$ cat src/design/omb_pkg.sv
`timescale 1ns / 1ps

package omb_pkg;

  // fixed field widths
  localparam int unsigned ByteW = 8;
  localparam int unsigned PosW  = 12;
  localparam int unsigned DimW  = 13;
  localparam int unsigned OffW  = 3;
  localparam int unsigned ColW  = DimW - OffW;
  localparam int unsigned RowW  = 12;
  localparam int unsigned IdxW  = 3;

  // largest usable width or height, larger register values saturate to it
  localparam logic [DimW-1:0] MaxDim = DimW'(4096);

  // depth of the queue between front and back
  localparam int unsigned QueueDepth = 2;
  localparam int unsigned QPtrW      = $clog2(QueueDepth);
  localparam int unsigned QCntW      = QPtrW + 1;

  // configuration register indexes
  typedef enum logic [IdxW-1:0] {
    RegOverlayX        = 3'd0,
    RegOverlayY        = 3'd1,
    RegOverlayWidth    = 3'd2,
    RegOverlayHeight   = 3'd3,
    RegCompositeWidth  = 3'd4,
    RegCompositeHeight = 3'd5
  } omb_reg_e;

  // classified item handed from front to back
  typedef struct packed {
    logic [ByteW-1:0] dest;
    logic [ByteW-1:0] ov;
    logic [OffW-1:0]  off;
    logic             empty;
    logic             last_row;
    logic             last_frame;
  } omb_item_t;

  function automatic logic [DimW-1:0] sat_dim(input logic [DimW-1:0] v);
    return (v > MaxDim) ? MaxDim : v;
  endfunction

endpackage

$ cat src/design/omb_if.sv
`timescale 1ns / 1ps

// input request: overlay and destination bytes
interface omb_in_if;
  logic                        valid;
  logic                        ready;
  logic [omb_pkg::ByteW-1:0]   overlay_byte;
  logic [omb_pkg::ByteW-1:0]   dest_byte;

  modport source (output valid, output overlay_byte, output dest_byte, input ready);
  modport sink   (input valid, input overlay_byte, input dest_byte, output ready);
endinterface

// output request: merged byte with row and frame marks
interface omb_out_if;
  logic                        valid;
  logic                        ready;
  logic [omb_pkg::ByteW-1:0]   merged_byte;
  logic                        last_in_row;
  logic                        last_in_frame;

  modport source (output valid, output merged_byte, output last_in_row,
                  output last_in_frame, input ready);
  modport sink   (input valid, input merged_byte, input last_in_row,
                  input last_in_frame, output ready);
endinterface

// configuration write request
interface omb_cfg_if;
  logic                        valid;
  logic                        ready;
  logic [omb_pkg::IdxW-1:0]    index;
  logic [omb_pkg::DimW-1:0]    data;

  modport source (output valid, output index, output data, input ready);
  modport sink   (input valid, input index, input data, output ready);
endinterface

$ cat src/design/omb_front.sv
`timescale 1ns / 1ps

module omb_front (
  input  logic               clk_i,
  input  logic               rst_ni,
  omb_cfg_if.sink            cfg_i,
  omb_in_if.sink             in_i,
  output logic               push_valid_o,
  input  logic               push_ready_i,
  output omb_pkg::omb_item_t push_item_o
);
  import omb_pkg::*;

  logic [PosW-1:0] ovl_x_q, ovl_y_q;
  logic [DimW-1:0] ovl_w_q, ovl_h_q, comp_w_q, comp_h_q;
  logic [ColW-1:0] col_q, col_d;
  logic [RowW-1:0] row_q, row_d;

  logic [DimW-1:0] cw, ch, ow, oh, avail_w, avail_h, w, h;
  logic [DimW-1:0] span_sum, obytes_sum;
  logic [ColW-1:0] span, obytes;
  logic [OffW-1:0] off, tail;
  logic [ByteW-1:0] ov;
  logic             empty, last_row, last_frame, accept;

  // configuration writes, always taken
  assign cfg_i.ready = 1'b1;

  always_ff @(posedge clk_i or negedge rst_ni) begin
    if (!rst_ni) begin
      ovl_x_q  <= '0;
      ovl_y_q  <= '0;
      ovl_w_q  <= DimW'(1);
      ovl_h_q  <= DimW'(1);
      comp_w_q <= DimW'(1);
      comp_h_q <= DimW'(1);
    end else if (cfg_i.valid) begin
      case (omb_reg_e'(cfg_i.index))
        RegOverlayX:        ovl_x_q  <= cfg_i.data[PosW-1:0];
        RegOverlayY:        ovl_y_q  <= cfg_i.data[PosW-1:0];
        RegOverlayWidth:    ovl_w_q  <= cfg_i.data;
        RegOverlayHeight:   ovl_h_q  <= cfg_i.data;
        RegCompositeWidth:  comp_w_q <= cfg_i.data;
        RegCompositeHeight: comp_h_q <= cfg_i.data;
        default: ;
      endcase
    end
  end

  // clip geometry
  always_comb begin
    cw      = sat_dim(comp_w_q);
    ch      = sat_dim(comp_h_q);
    ow      = sat_dim(ovl_w_q);
    oh      = sat_dim(ovl_h_q);
    empty   = ({1'b0, ovl_x_q} >= cw) || ({1'b0, ovl_y_q} >= ch) ||
              (ow == '0) || (oh == '0);
    avail_w = cw - {1'b0, ovl_x_q};
    avail_h = ch - {1'b0, ovl_y_q};
    w       = (ow < avail_w) ? ow : avail_w;
    h       = (oh < avail_h) ? oh : avail_h;
    off     = ovl_x_q[OffW-1:0];
    tail    = w[OffW-1:0];
    span_sum   = w + DimW'(off) + DimW'(7);
    obytes_sum = w + DimW'(7);
    span    = span_sum[DimW-1:OffW];
    obytes  = obytes_sum[DimW-1:OffW];
  end

  // overlay byte: zero past the overlay, partial last byte keeps its top bits
  always_comb begin
    ov = (col_q < obytes) ? in_i.overlay_byte : '0;
    if ((tail != '0) && (col_q == obytes - ColW'(1))) begin
      ov = ov & ~(8'hFF >> tail);
    end
    last_row   = ({1'b0, col_q} + (ColW+1)'(1)) >= {1'b0, span};
    last_frame = last_row && ((DimW'(row_q) + DimW'(1)) >= h);
  end

  // classified item
  assign accept       = in_i.valid && push_ready_i;
  assign in_i.ready   = push_ready_i;
  assign push_valid_o = in_i.valid;

  always_comb begin
    push_item_o.dest       = in_i.dest_byte;
    push_item_o.ov         = ov;
    push_item_o.off        = off;
    push_item_o.empty      = empty;
    push_item_o.last_row   = empty || last_row;
    push_item_o.last_frame = empty || last_frame;
  end

  // span column and row position
  always_comb begin
    col_d = col_q;
    row_d = row_q;
    if (accept && !empty) begin
      if (last_row) begin
        col_d = '0;
        row_d = last_frame ? '0 : row_q + RowW'(1);
      end else begin
        col_d = col_q + ColW'(1);
      end
    end
  end

  always_ff @(posedge clk_i or negedge rst_ni) begin
    if (!rst_ni) begin
      col_q <= '0;
      row_q <= '0;
    end else begin
      col_q <= col_d;
      row_q <= row_d;
    end
  end

endmodule

$ cat src/design/omb_queue.sv
`timescale 1ns / 1ps

module omb_queue (
  input  logic               clk_i,
  input  logic               rst_ni,
  input  logic               push_valid_i,
  output logic               push_ready_o,
  input  omb_pkg::omb_item_t push_item_i,
  output logic               pop_valid_o,
  input  logic               pop_ready_i,
  output omb_pkg::omb_item_t pop_item_o
);
  import omb_pkg::*;

  omb_item_t        entry_q [QueueDepth];
  logic [QPtrW-1:0] wr_ptr_q, rd_ptr_q;
  logic [QCntW-1:0] cnt_q, cnt_d;
  logic             push, pop;

  assign push_ready_o = (cnt_q != QCntW'(QueueDepth));
  assign pop_valid_o  = (cnt_q != '0);
  assign pop_item_o   = entry_q[rd_ptr_q];
  assign push         = push_valid_i && push_ready_o;
  assign pop          = pop_valid_o && pop_ready_i;

  // occupancy
  always_comb begin
    cnt_d = cnt_q;
    if (push && !pop) begin
      cnt_d = cnt_q + QCntW'(1);
    end else if (pop && !push) begin
      cnt_d = cnt_q - QCntW'(1);
    end
  end

  // pointers wrap naturally, depth is a power of two
  always_ff @(posedge clk_i or negedge rst_ni) begin
    if (!rst_ni) begin
      wr_ptr_q <= '0;
      rd_ptr_q <= '0;
      cnt_q    <= '0;
    end else begin
      cnt_q <= cnt_d;
      if (push) begin
        wr_ptr_q <= wr_ptr_q + QPtrW'(1);
      end
      if (pop) begin
        rd_ptr_q <= rd_ptr_q + QPtrW'(1);
      end
    end
  end

  // storage
  always_ff @(posedge clk_i) begin
    if (push) begin
      entry_q[wr_ptr_q] <= push_item_i;
    end
  end

endmodule

$ cat src/design/omb_back.sv
`timescale 1ns / 1ps

module omb_back (
  input  logic               clk_i,
  input  logic               rst_ni,
  input  logic               pop_valid_i,
  output logic               pop_ready_o,
  input  omb_pkg::omb_item_t pop_item_i,
  omb_out_if.source          out_o
);
  import omb_pkg::*;

  logic [2*ByteW-1:0] shifted;
  logic [ByteW-1:0]   spill_q, spill_d, merged_q, merged_d;
  logic               valid_q, row_q, frame_q, take;

  // output register free or draining
  assign pop_ready_o = !valid_q || out_o.ready;
  assign take        = pop_valid_i && pop_ready_o;

  // shift overlay by the bit offset, low byte is the spill
  always_comb begin
    shifted = {pop_item_i.ov, {ByteW{1'b0}}} >> pop_item_i.off;
    if (pop_item_i.empty) begin
      merged_d = pop_item_i.dest;
      spill_d  = spill_q;
    end else begin
      merged_d = pop_item_i.dest | shifted[2*ByteW-1:ByteW] | spill_q;
      spill_d  = pop_item_i.last_row ? '0 : shifted[ByteW-1:0];
    end
  end

  // control and spill
  always_ff @(posedge clk_i or negedge rst_ni) begin
    if (!rst_ni) begin
      valid_q <= 1'b0;
      spill_q <= '0;
    end else begin
      if (take) begin
        valid_q <= 1'b1;
        spill_q <= spill_d;
      end else if (out_o.ready) begin
        valid_q <= 1'b0;
      end
    end
  end

  // result payload
  always_ff @(posedge clk_i) begin
    if (take) begin
      merged_q <= merged_d;
      row_q    <= pop_item_i.last_row;
      frame_q  <= pop_item_i.last_frame;
    end
  end

  assign out_o.valid         = valid_q;
  assign out_o.merged_byte   = merged_q;
  assign out_o.last_in_row   = row_q;
  assign out_o.last_in_frame = frame_q;

endmodule

$ cat src/design/one_bit_mask_or_merge_top.sv
`timescale 1ns / 1ps

// One-bit-per-pixel OR merge of an overlay mask into a composite mask.
// Channels: in_i takes one request per composite byte of the touched span
// (overlay_byte and dest_byte), out_o gives one request per input with
// merged_byte, last_in_row and last_in_frame. cfg_i writes the six geometry
// registers (index 0..5: overlay x, y, width, height, composite width,
// height); it is always ready and must only be used while the block is idle.
// Path: an accepted input is written into the queue and then taken into the
// output register that drives out_o.valid; a stall on out_o can hold it in the queue.
// One byte per cycle while out_o keeps up, with a combinational span classifier
// in the front and the shift and OR into the output register in the back.
// A two-entry queue between front and back plus the output register holds
// up to three requests; in_i.ready drops once the queue is full, which in a
// full-rate stream comes one accepted request after out_o stalls.
// Reset: geometry returns to x = y = 0 and all sizes 1, span column, row and
// spill bits clear, and no result is pending.
module one_bit_mask_or_merge_top (
  input  logic      clk_i,
  input  logic      rst_ni,
  omb_cfg_if.sink   cfg_i,
  omb_in_if.sink    in_i,
  omb_out_if.source out_o
);
  import omb_pkg::*;

  logic      push_valid, push_ready, pop_valid, pop_ready;
  omb_item_t push_item, pop_item;

  // span tracking and overlay byte classification
  omb_front u_front (
    .clk_i        (clk_i),
    .rst_ni       (rst_ni),
    .cfg_i        (cfg_i),
    .in_i         (in_i),
    .push_valid_o (push_valid),
    .push_ready_i (push_ready),
    .push_item_o  (push_item)
  );

  // decoupling queue
  omb_queue u_queue (
    .clk_i        (clk_i),
    .rst_ni       (rst_ni),
    .push_valid_i (push_valid),
    .push_ready_o (push_ready),
    .push_item_i  (push_item),
    .pop_valid_o  (pop_valid),
    .pop_ready_i  (pop_ready),
    .pop_item_o   (pop_item)
  );

  // shift, spill carry and merge
  omb_back u_back (
    .clk_i       (clk_i),
    .rst_ni      (rst_ni),
    .pop_valid_i (pop_valid),
    .pop_ready_o (pop_ready),
    .pop_item_i  (pop_item),
    .out_o       (out_o)
  );

endmodule

$ cat src/flat_wrapper.sv
// flat-port wrapper written by rule: the top's interface ports become plain ports
module one_bit_mask_or_merge_top_flat import omb_pkg::*;
  (clk_i, rst_ni, cfg_i_valid, cfg_i_index, cfg_i_data, cfg_i_ready, in_i_valid, in_i_overlay_byte, in_i_dest_byte, in_i_ready, out_o_valid, out_o_merged_byte, out_o_last_in_row, out_o_last_in_frame, out_o_ready);
  omb_cfg_if cfg_i_i ();
  omb_in_if in_i_i ();
  omb_out_if out_o_i ();
  input  logic clk_i;
  input  logic rst_ni;
  input wire logic [$bits(cfg_i_i.valid)-1:0] cfg_i_valid;
  input wire logic [$bits(cfg_i_i.index)-1:0] cfg_i_index;
  input wire logic [$bits(cfg_i_i.data)-1:0] cfg_i_data;
  output wire logic [$bits(cfg_i_i.ready)-1:0] cfg_i_ready;
  input wire logic [$bits(in_i_i.valid)-1:0] in_i_valid;
  input wire logic [$bits(in_i_i.overlay_byte)-1:0] in_i_overlay_byte;
  input wire logic [$bits(in_i_i.dest_byte)-1:0] in_i_dest_byte;
  output wire logic [$bits(in_i_i.ready)-1:0] in_i_ready;
  output wire logic [$bits(out_o_i.valid)-1:0] out_o_valid;
  output wire logic [$bits(out_o_i.merged_byte)-1:0] out_o_merged_byte;
  output wire logic [$bits(out_o_i.last_in_row)-1:0] out_o_last_in_row;
  output wire logic [$bits(out_o_i.last_in_frame)-1:0] out_o_last_in_frame;
  input wire logic [$bits(out_o_i.ready)-1:0] out_o_ready;
  assign cfg_i_i.valid = cfg_i_valid;
  assign cfg_i_i.index = cfg_i_index;
  assign cfg_i_i.data = cfg_i_data;
  assign cfg_i_ready = cfg_i_i.ready;
  assign in_i_i.valid = in_i_valid;
  assign in_i_i.overlay_byte = in_i_overlay_byte;
  assign in_i_i.dest_byte = in_i_dest_byte;
  assign in_i_ready = in_i_i.ready;
  assign out_o_valid = out_o_i.valid;
  assign out_o_merged_byte = out_o_i.merged_byte;
  assign out_o_last_in_row = out_o_i.last_in_row;
  assign out_o_last_in_frame = out_o_i.last_in_frame;
  assign out_o_i.ready = out_o_ready;
  one_bit_mask_or_merge_top u_core (.clk_i(clk_i), .rst_ni(rst_ni), .cfg_i(cfg_i_i), .in_i(in_i_i), .out_o(out_o_i));
endmodule
$ cat config.mk
export PLATFORM = sky130hd
export DESIGN_NAME = one_bit_mask_or_merge_top_flat
export DESIGN_NICKNAME = d
export VERILOG_FILES = /design/src/design/omb_pkg.sv /design/src/design/omb_if.sv /design/src/design/omb_front.sv /design/src/design/omb_queue.sv /design/src/design/omb_back.sv /design/src/design/one_bit_mask_or_merge_top.sv /design/src/flat_wrapper.sv
export SDC_FILE = /design/constraint.sdc
export NUM_CORES = 1
export LEC_CHECK = 0
export BUFFER_PORTS_ARGS = -buffer_cell sky130_fd_sc_hd__buf_2
export CORE_MARGIN = 5
export CORE_UTILIZATION = 26
export CTS_CLUSTER_SIZE = 28
export DETAILED_ROUTE_END_ITERATION = 6
export PLACE_DENSITY_LB_ADDON = 0.25
export SLEW_MARGIN = 20
export SYNTH_ARGS = -nofsm -noshare
export SYNTH_HDL_FRONTEND = slang
export SYNTH_SLANG_ARGS = --single-unit
$ cat constraint.sdc
create_clock -name clk_i -period 12 [get_ports clk_i]
set_input_delay 1.2 -clock clk_i [delete_from_list [all_inputs] [get_ports clk_i]]
set_output_delay 1.2 -clock clk_i [all_outputs]
set_load 0.02 [all_outputs]
==> flow_metrics.tcl, run 1 <==
set metrics [dict create \
    powerDensity_mw_per_mm2 258 \
    ctsResizeCount 0 \
    num_rows 75 \
    path_clk_slew_ps 70 \
    synth.most_common_cell "o21ai_0" \
    drt_first_iter_violations 420 \
    setup_slack_ps 3640 \
    antenna_found_initial 0 \
    finalInstanceArea_mm2 0.0126 \
    fillers 4472 \
    grt.met3_usage 0.0208 \
    min_period_ps 8360 \
    status "finished, final reports clean" \
    pre_cts_slack_ps 3620 \
    crit_family "compound AO/OA/AOI/OAI gates" \
    synth_edf_count 54 \
    ys_seq_area_frac 0.393 \
    die-area_mm2 0.0471 \
    syn_inst 1165 \
    grtUsageMet2 0.202 \
    insertion_delay_ps 440 \
    placed_area_mm2 0.0120 \
    gr-total-overflow 0 \
    clockRootBuffer "clkbuf_16" \
    ys_seq_elements 164 \
    synth_ff_type "dfrtp_1" \
    start_util 0.264 \
    grt_usage 0.123 \
    fin_crit_sh 0.697 \
    multi_input_area_mm2 0.00640 \
    fmax_ghz 0.120 \
    finalWirelength_um 28700 \
    yosysTopAreaCell "dfrtp_1" \
    core_mm2 0.0422 \
    hold_viol 0 \
    worstMarginPinSlew_ps 967 \
    regArea_mm2 0.00438 \
    synth_top_area_frac 0.238 \
    cts_hold_buf 0 \
    cts_tree "done" \
    post-route-util 0.300 \
    grt_max_degree 64 \
    busiest_layer "met2" \
    crit_required_ps 12350 \
    finalNetCount 1319 \
    power_uw 3270 \
    synth_common_cells "o21ai_0, dfrtp_1, nand2_1, ha_1, nor2_1" \
    r2r_end "u_core.u_front.row_q[5]" \
    grt.met1_usage 0.170 \
    async_flop_share 0.671 \
    arrival_ps 8710 \
    critPathLaunch "u_core.u_front.comp_w_q[12]" \
    crit_cells 32 \
    io_pins 50 \
    area_delta_synth_final_pct 13.5 \
    tns_ps 0 \
    synth.area.top_cells "dfrtp_1, edfxtp_1, ha_1, mux2_2, o21ai_0" \
    via_per_inst 4.84 \
    rrSetupSlack_ps 3640 \
    htree_levels 4 \
    dpl.hpwl_um 22100 \
    dr.pass1.iters 4 \
    die_x_um 217 \
    skew_ps 11.7 \
    cp_max_fo 19 \
    cp_slowest_cell "dfrtp_1" \
    r2r_start "u_core.u_front.comp_w_q[12]" \
    vias 8441 \
    slew_viol_final 0 \
    min_path_type "reg -> reg" \
    synth_nets 1291 \
    critPathCaptureType "register" \
    grt_pass1_vias 8305 \
    clockBufferDepth 2 \
    chipHeight_um 217 \
    worst_path_largest_cell_delay_ps 650 \
    cap_violations 0 \
    synth_area_mm2 0.0111 \
    drive_gt1_frac 0.150 \
    grt_setup_unrepaired "no" \
    io_buffers 48 \
    yosysUniqueCellTypes 80 \
    place.gp.congestion 0.849 \
    relSlewSlack 0.354 \
    p_leak_uw 0.00534 \
    cp-endpoint "u_core.u_front.row_q[5]" \
    critPathKind "reg -> reg" \
    cts_setup_buffers 0 \
    antenna_cells 0 \
    grt_pass1_wl_um 46400 \
    clkSinkCount 164 \
    numCtsBuffers 17 \
    critPathBufInv 2 \
    drc_errors 0 \
    yosysWarnings 0 \
    routedWlPerCell_um 16.4 \
    syn_avg_cell_area_um2 9.57 \
    setup_viol 0 \
    drtAntennaViolNets 0 \
    r2r_cells 32 \
    ir_drop_uv 85.2 \
    cp-start-kind "register" \
]
[final cells by class]
cell class	count	share of cell area
timing repair buffer	57	0.0245
tap	539	0.0533
clock inverter	12	0.0126
clock buffer	20	0.0396
inverter	61	0.0181
multi-input combinational	892	0.506
sequential	164	0.346
[routing by layer]
| layer | routed length (um) | part of all wire |
|---|---|---|
| met5 | 0 | 0 |
| met3 | 844 | 0.029 |
| met2 | 13300 | 0.46 |
| met1 | 14200 | 0.50 |
| met4 | 287 | 0.010 |
[per-stage QoR]
step,std cells,hold WS (ps)
after floorplan,1165,442
after global placement,1713,462
after detailed placement,1713,468
after CTS,1745,482
after global routing,1745,504
final,1745,485
[state kept, by name, summed over array words and instances, names as in the netlist]
signal and flops:
u_core.u_front.row_q 12, u_core.u_queue.cnt_q 2, u_core.u_front.ovl_x_q 12, u_core.u_front.comp_w_q 13, u_core.u_queue.rd_ptr_q 1, u_core.u_front.ovl_y_q 12
u_core.u_queue.wr_ptr_q 1, u_core.u_back.out_o.merged_byte 8, u_core.u_back.spill_q 7, u_core.u_front.ovl_h_q 13, u_core.u_back.out_o.last_in_row 1, u_core.u_front.col_q 10
u_core.u_queue.entry_q 44, u_core.u_back.out_o.last_in_frame 1, u_core.u_back.out_o.valid 1, u_core.u_front.ovl_w_q 13, u_core.u_front.comp_h_q 13
[worst min-delay path by stage]
stage,startpoint,endpoint,cells past startpoint
finish,u_core.u_back.spill_q[2],u_core.u_back.spill_q[2],2
global placement,u_core.u_back.spill_q[2],u_core.u_back.spill_q[2],2
floorplan,u_core.u_front.ovl_x_q[1],u_core.u_queue.entry_q[0][4],0
detailed placement,u_core.u_back.spill_q[2],u_core.u_back.spill_q[2],2
global route,u_core.u_front.comp_h_q[10],u_core.u_front.comp_h_q[10],1
CTS,u_core.u_back.spill_q[2],u_core.u_back.spill_q[2],2
[worst min-delay path: stages, from the launching register on]
cell	delay, ps
dfrtp_1	340
nand2_1	50
o31ai_1	60
[kinds of logic (layout without fill, tap and decap cells)]
logic type,Yosys count,after routing,synth area share
AND/OR/NAND/NOR,357,357,0.164
AO/OA/AOI/OAI,287,287,0.163
flip-flops,164,164,0.393
buffers and inverters,109,150,0.0379
adder cells (fa/ha/maj),89,89,0.101
multiplexers,86,86,0.0845
XOR/XNOR,72,72,0.0566
other,1,1,0.000336
[cells in the final DEF (no fill, tap or decap), types with 6 or more instances in the layout]
master / n
nand2_1: 103
buf_2: 47
edfxtp_1: 54
ha_1: 87
nor3_1: 16
mux2i_1: 21
xnor2_1: 47
nand4_1: 12
buf_4: 10
nor2_1: 65
inv_1: 61
a31oi_1: 16
nand3_1: 31
o211a_1: 8
and3_1: 11
dfrtp_1: 106
o21ai_1: 6
xor2_1: 25
o21ai_0: 107
mux2_2: 64
clkbuf_16: 20
a21oi_1: 56
a211oi_1: 11
o21a_1: 16
nand2b_1: 23
and2b_1: 6
nor2b_1: 49
a21o_1: 16
[where the power goes]
group | switching (uW) | total (uW) | internal, uW
clock network | 233 | 600 | 367
logic | 1070 | 1830 | 757
registers | 98.9 | 841 | 743
total | 1400 | 3270 | 1870
No activity file was read; power rests on OpenSTA's default activity.
==> inputs of run 2 (changes only) <==
ABC_AREA = 1   (was not set)
clock period = 8.7 ns   (was 12 ns; I/O delays follow)
==> flow_metrics.tcl, run 2 <==
set metrics [dict create \
    status "finished, final reports clean" \
    skew_ps 10.4 \
    ys_seq_area_frac 0.392 \
    switching_share 0.491 \
    yosysTopAreaCell "dfrtp_1" \
    fmax_ghz 0.139 \
    synth.most_common_cell "nand2_1" \
    comb_power_share 0.585 \
    syn_avg_cell_area_um2 7.70 \
    core_mm2 0.0428 \
    synth_common_cells "nand2_1, inv_1, o21ai_0, nor2_1, dfrtp_1" \
    synth_top_area_frac 0.237 \
    min_path_type "reg -> reg" \
    grt_usage 0.123 \
    cts_hold_buf 0 \
    die-area_mm2 0.0473 \
    slew_viol_final 0 \
    cap_violations 0 \
    internal_power_uw 2400 \
    ctsResizeCount 0 \
    routedWlPerCell_um 13.9 \
    io_pins 50 \
    num_rows 76 \
    fin_crit_sh 0.828 \
    place.gp.congestion 0.807 \
    final_cells 2053 \
    cp_slowest_cell "dfrtp_1" \
    ir_drop_uv 118 \
    chipHeight_um 217 \
    syn_inst 1452 \
    drc_errors 0 \
    synth_nets 1578 \
    finalNetCount 1620 \
    gr-total-overflow 0 \
    worstMarginPinSlew_ps 1000 \
    dpl.hpwl_um 22000 \
    min_period_ps 7200 \
    grt_pass1_wl_um 47300 \
    worst_path_largest_cell_delay_ps 400 \
    pre_cts_slack_ps 1450 \
    regMostFlops "u_core.u_queue.entry_q" \
    arrival_ps 7360 \
    critPathKind "reg -> reg" \
    io_buffers 48 \
    cts_setup_buffers 0 \
    finalWirelength_um 28400 \
    pwr-share-clk 0.158 \
    grt_max_degree 63 \
    power_uw 4720 \
    ys_seq_elements 164 \
    insertion_delay_ps 440 \
    antenna_cells 0 \
    drt_first_iter_violations 540 \
    grt_pass1_vias 8973 \
    cp_max_fo 24 \
    hold_viol 0 \
    mostFrequentLayoutCells "nand2_1, inv_1, o21ai_0" \
    dp.cells 2021 \
    setup_viol 0 \
    grt_setup_unrepaired "no" \
    clockRootBuffer "clkbuf_16" \
    tns_ps 0 \
    synth.area.top_cells "dfrtp_1, edfxtp_1, nand2_1, ha_1, inv_1" \
    yosysWarnings 0 \
    yosysUniqueCellTypes 50 \
    p_sw_uw 2320 \
    critPathLaunch "u_core.u_front.comp_w_q[8]" \
    drive_gt1_frac 0.109 \
    relSlewSlack 0.331 \
    synth_edf_count 54 \
    largest_register_ffs 44 \
    clockBufferDepth 2 \
    cp-start-kind "register" \
    crit_required_ps 8860 \
    synth_area_mm2 0.0112 \
    start_util 0.261 \
    critPathCaptureType "register" \
    numCtsBuffers 17 \
    drtAntennaViolNets 0 \
    p_leak_uw 0.00615 \
    htree_levels 4 \
    clkSinkCount 164 \
    cpMostUsedCell "nand2_1" \
    antenna_found_initial 0 \
    powerDensity_mw_per_mm2 375 \
    dr.pass1.iters 4 \
    final_common_cell "nand2_1" \
    seqPwrFrac 0.257 \
    cts_tree "done" \
    area_delta_synth_final_pct 12.6 \
    path_clk_slew_ps 80 \
    via_per_inst 4.50 \
    hold_path.startpoint "u_core.u_queue.cnt_q[0]" \
    r2r_start "u_core.u_front.comp_w_q[8]" \
    vias 9242 \
    die_x_um 217 \
    synth_ff_type "dfrtp_1" \
    async_flop_share 0.671 \
    setup_slack_ps 1500 \
]
==> run 2: changes by cell type after synthesis, moves of 44 or more <==
cell / delta
nand2_1: +269
inv_1: +134
mux2_2: -64
nor2_1: +50
nor2b_1: -49
nand3_1: +44
==> run 2: cell type report <==
cell class | instances | area [um^2]
inverter | 208 | 781
timing repair buffer | 55 | 295
sequential | 164 | 4380
fill | 4660 | 30200
clock inverter | 15 | 155
tap | 546 | 683
clock buffer | 17 | 425
multi-input combinational | 1048 | 5880
==> run 2: logic make-up after synthesis <==
kind of cell | synth area share
other cells | 0.000335
mux | 0.00537
simple gates | 0.264
compound gates | 0.119
xor+xnor | 0.0352
flops | 0.392
fa+ha+maj | 0.101
buf+inv | 0.0835
==> run 2: final timing paths <==
path,endpoint,cells after the start,slack [ps]
worst max-delay path,u_core.u_queue.entry_q[0][0],44,1500
worst min-delay path,u_core.u_queue.cnt_q[0],1,480
worst max register to register,u_core.u_queue.entry_q[0][0],44,1500
worst min register to register,u_core.u_queue.cnt_q[0],1,480
max in group asynchronous,u_core.u_front.ovl_w_q[10],2,6970
min in group asynchronous,u_core.u_back.spill_q[2],1,550
==> run 2: through the flow <==
stage,hold WS (ps),cell area [um^2],utilization
3_3_place_gp,460,12000,0.281
6_report,475,12600,0.294
3_5_place_dp,463,12000,0.281
2_1_floorplan,446,11200,-
5_1_grt,492,12600,0.294
4_1_cts,477,12600,0.294
==> run 2: critical path: cells and delay by family (launching register included) <==
| family | cells | cell delay, ps |
|---|---|---|
| AND/OR/NAND/NOR | 27 | 3450 |
| AO/OA/AOI/OAI | 9 | 1380 |
| adder cells (fa/ha/maj) | 4 | 1130 |
| flip-flops | 1 | 400 |
| buffers and inverters | 3 | 350 |
| XOR/XNOR | 1 | 180 |
==> run 2: power groups by stage <==
stage               registers [uW]  clock network, uW  logic [uW]
floorplan                     1220                  0        2120
global placement              1230                  0        2740
detailed placement            1230                  0        2790
CTS                           1210                766        2800
global route                  1240                804        3210
finish                        1210                747        2760
==> run 2: metal layers <==
layer  wire (um)  global-route usage  share of wire
met1       15100               0.181           0.53
met2       12300               0.190           0.43
met3         723              0.0207          0.025
met4         406              0.0299          0.014
met5           0                   0              0
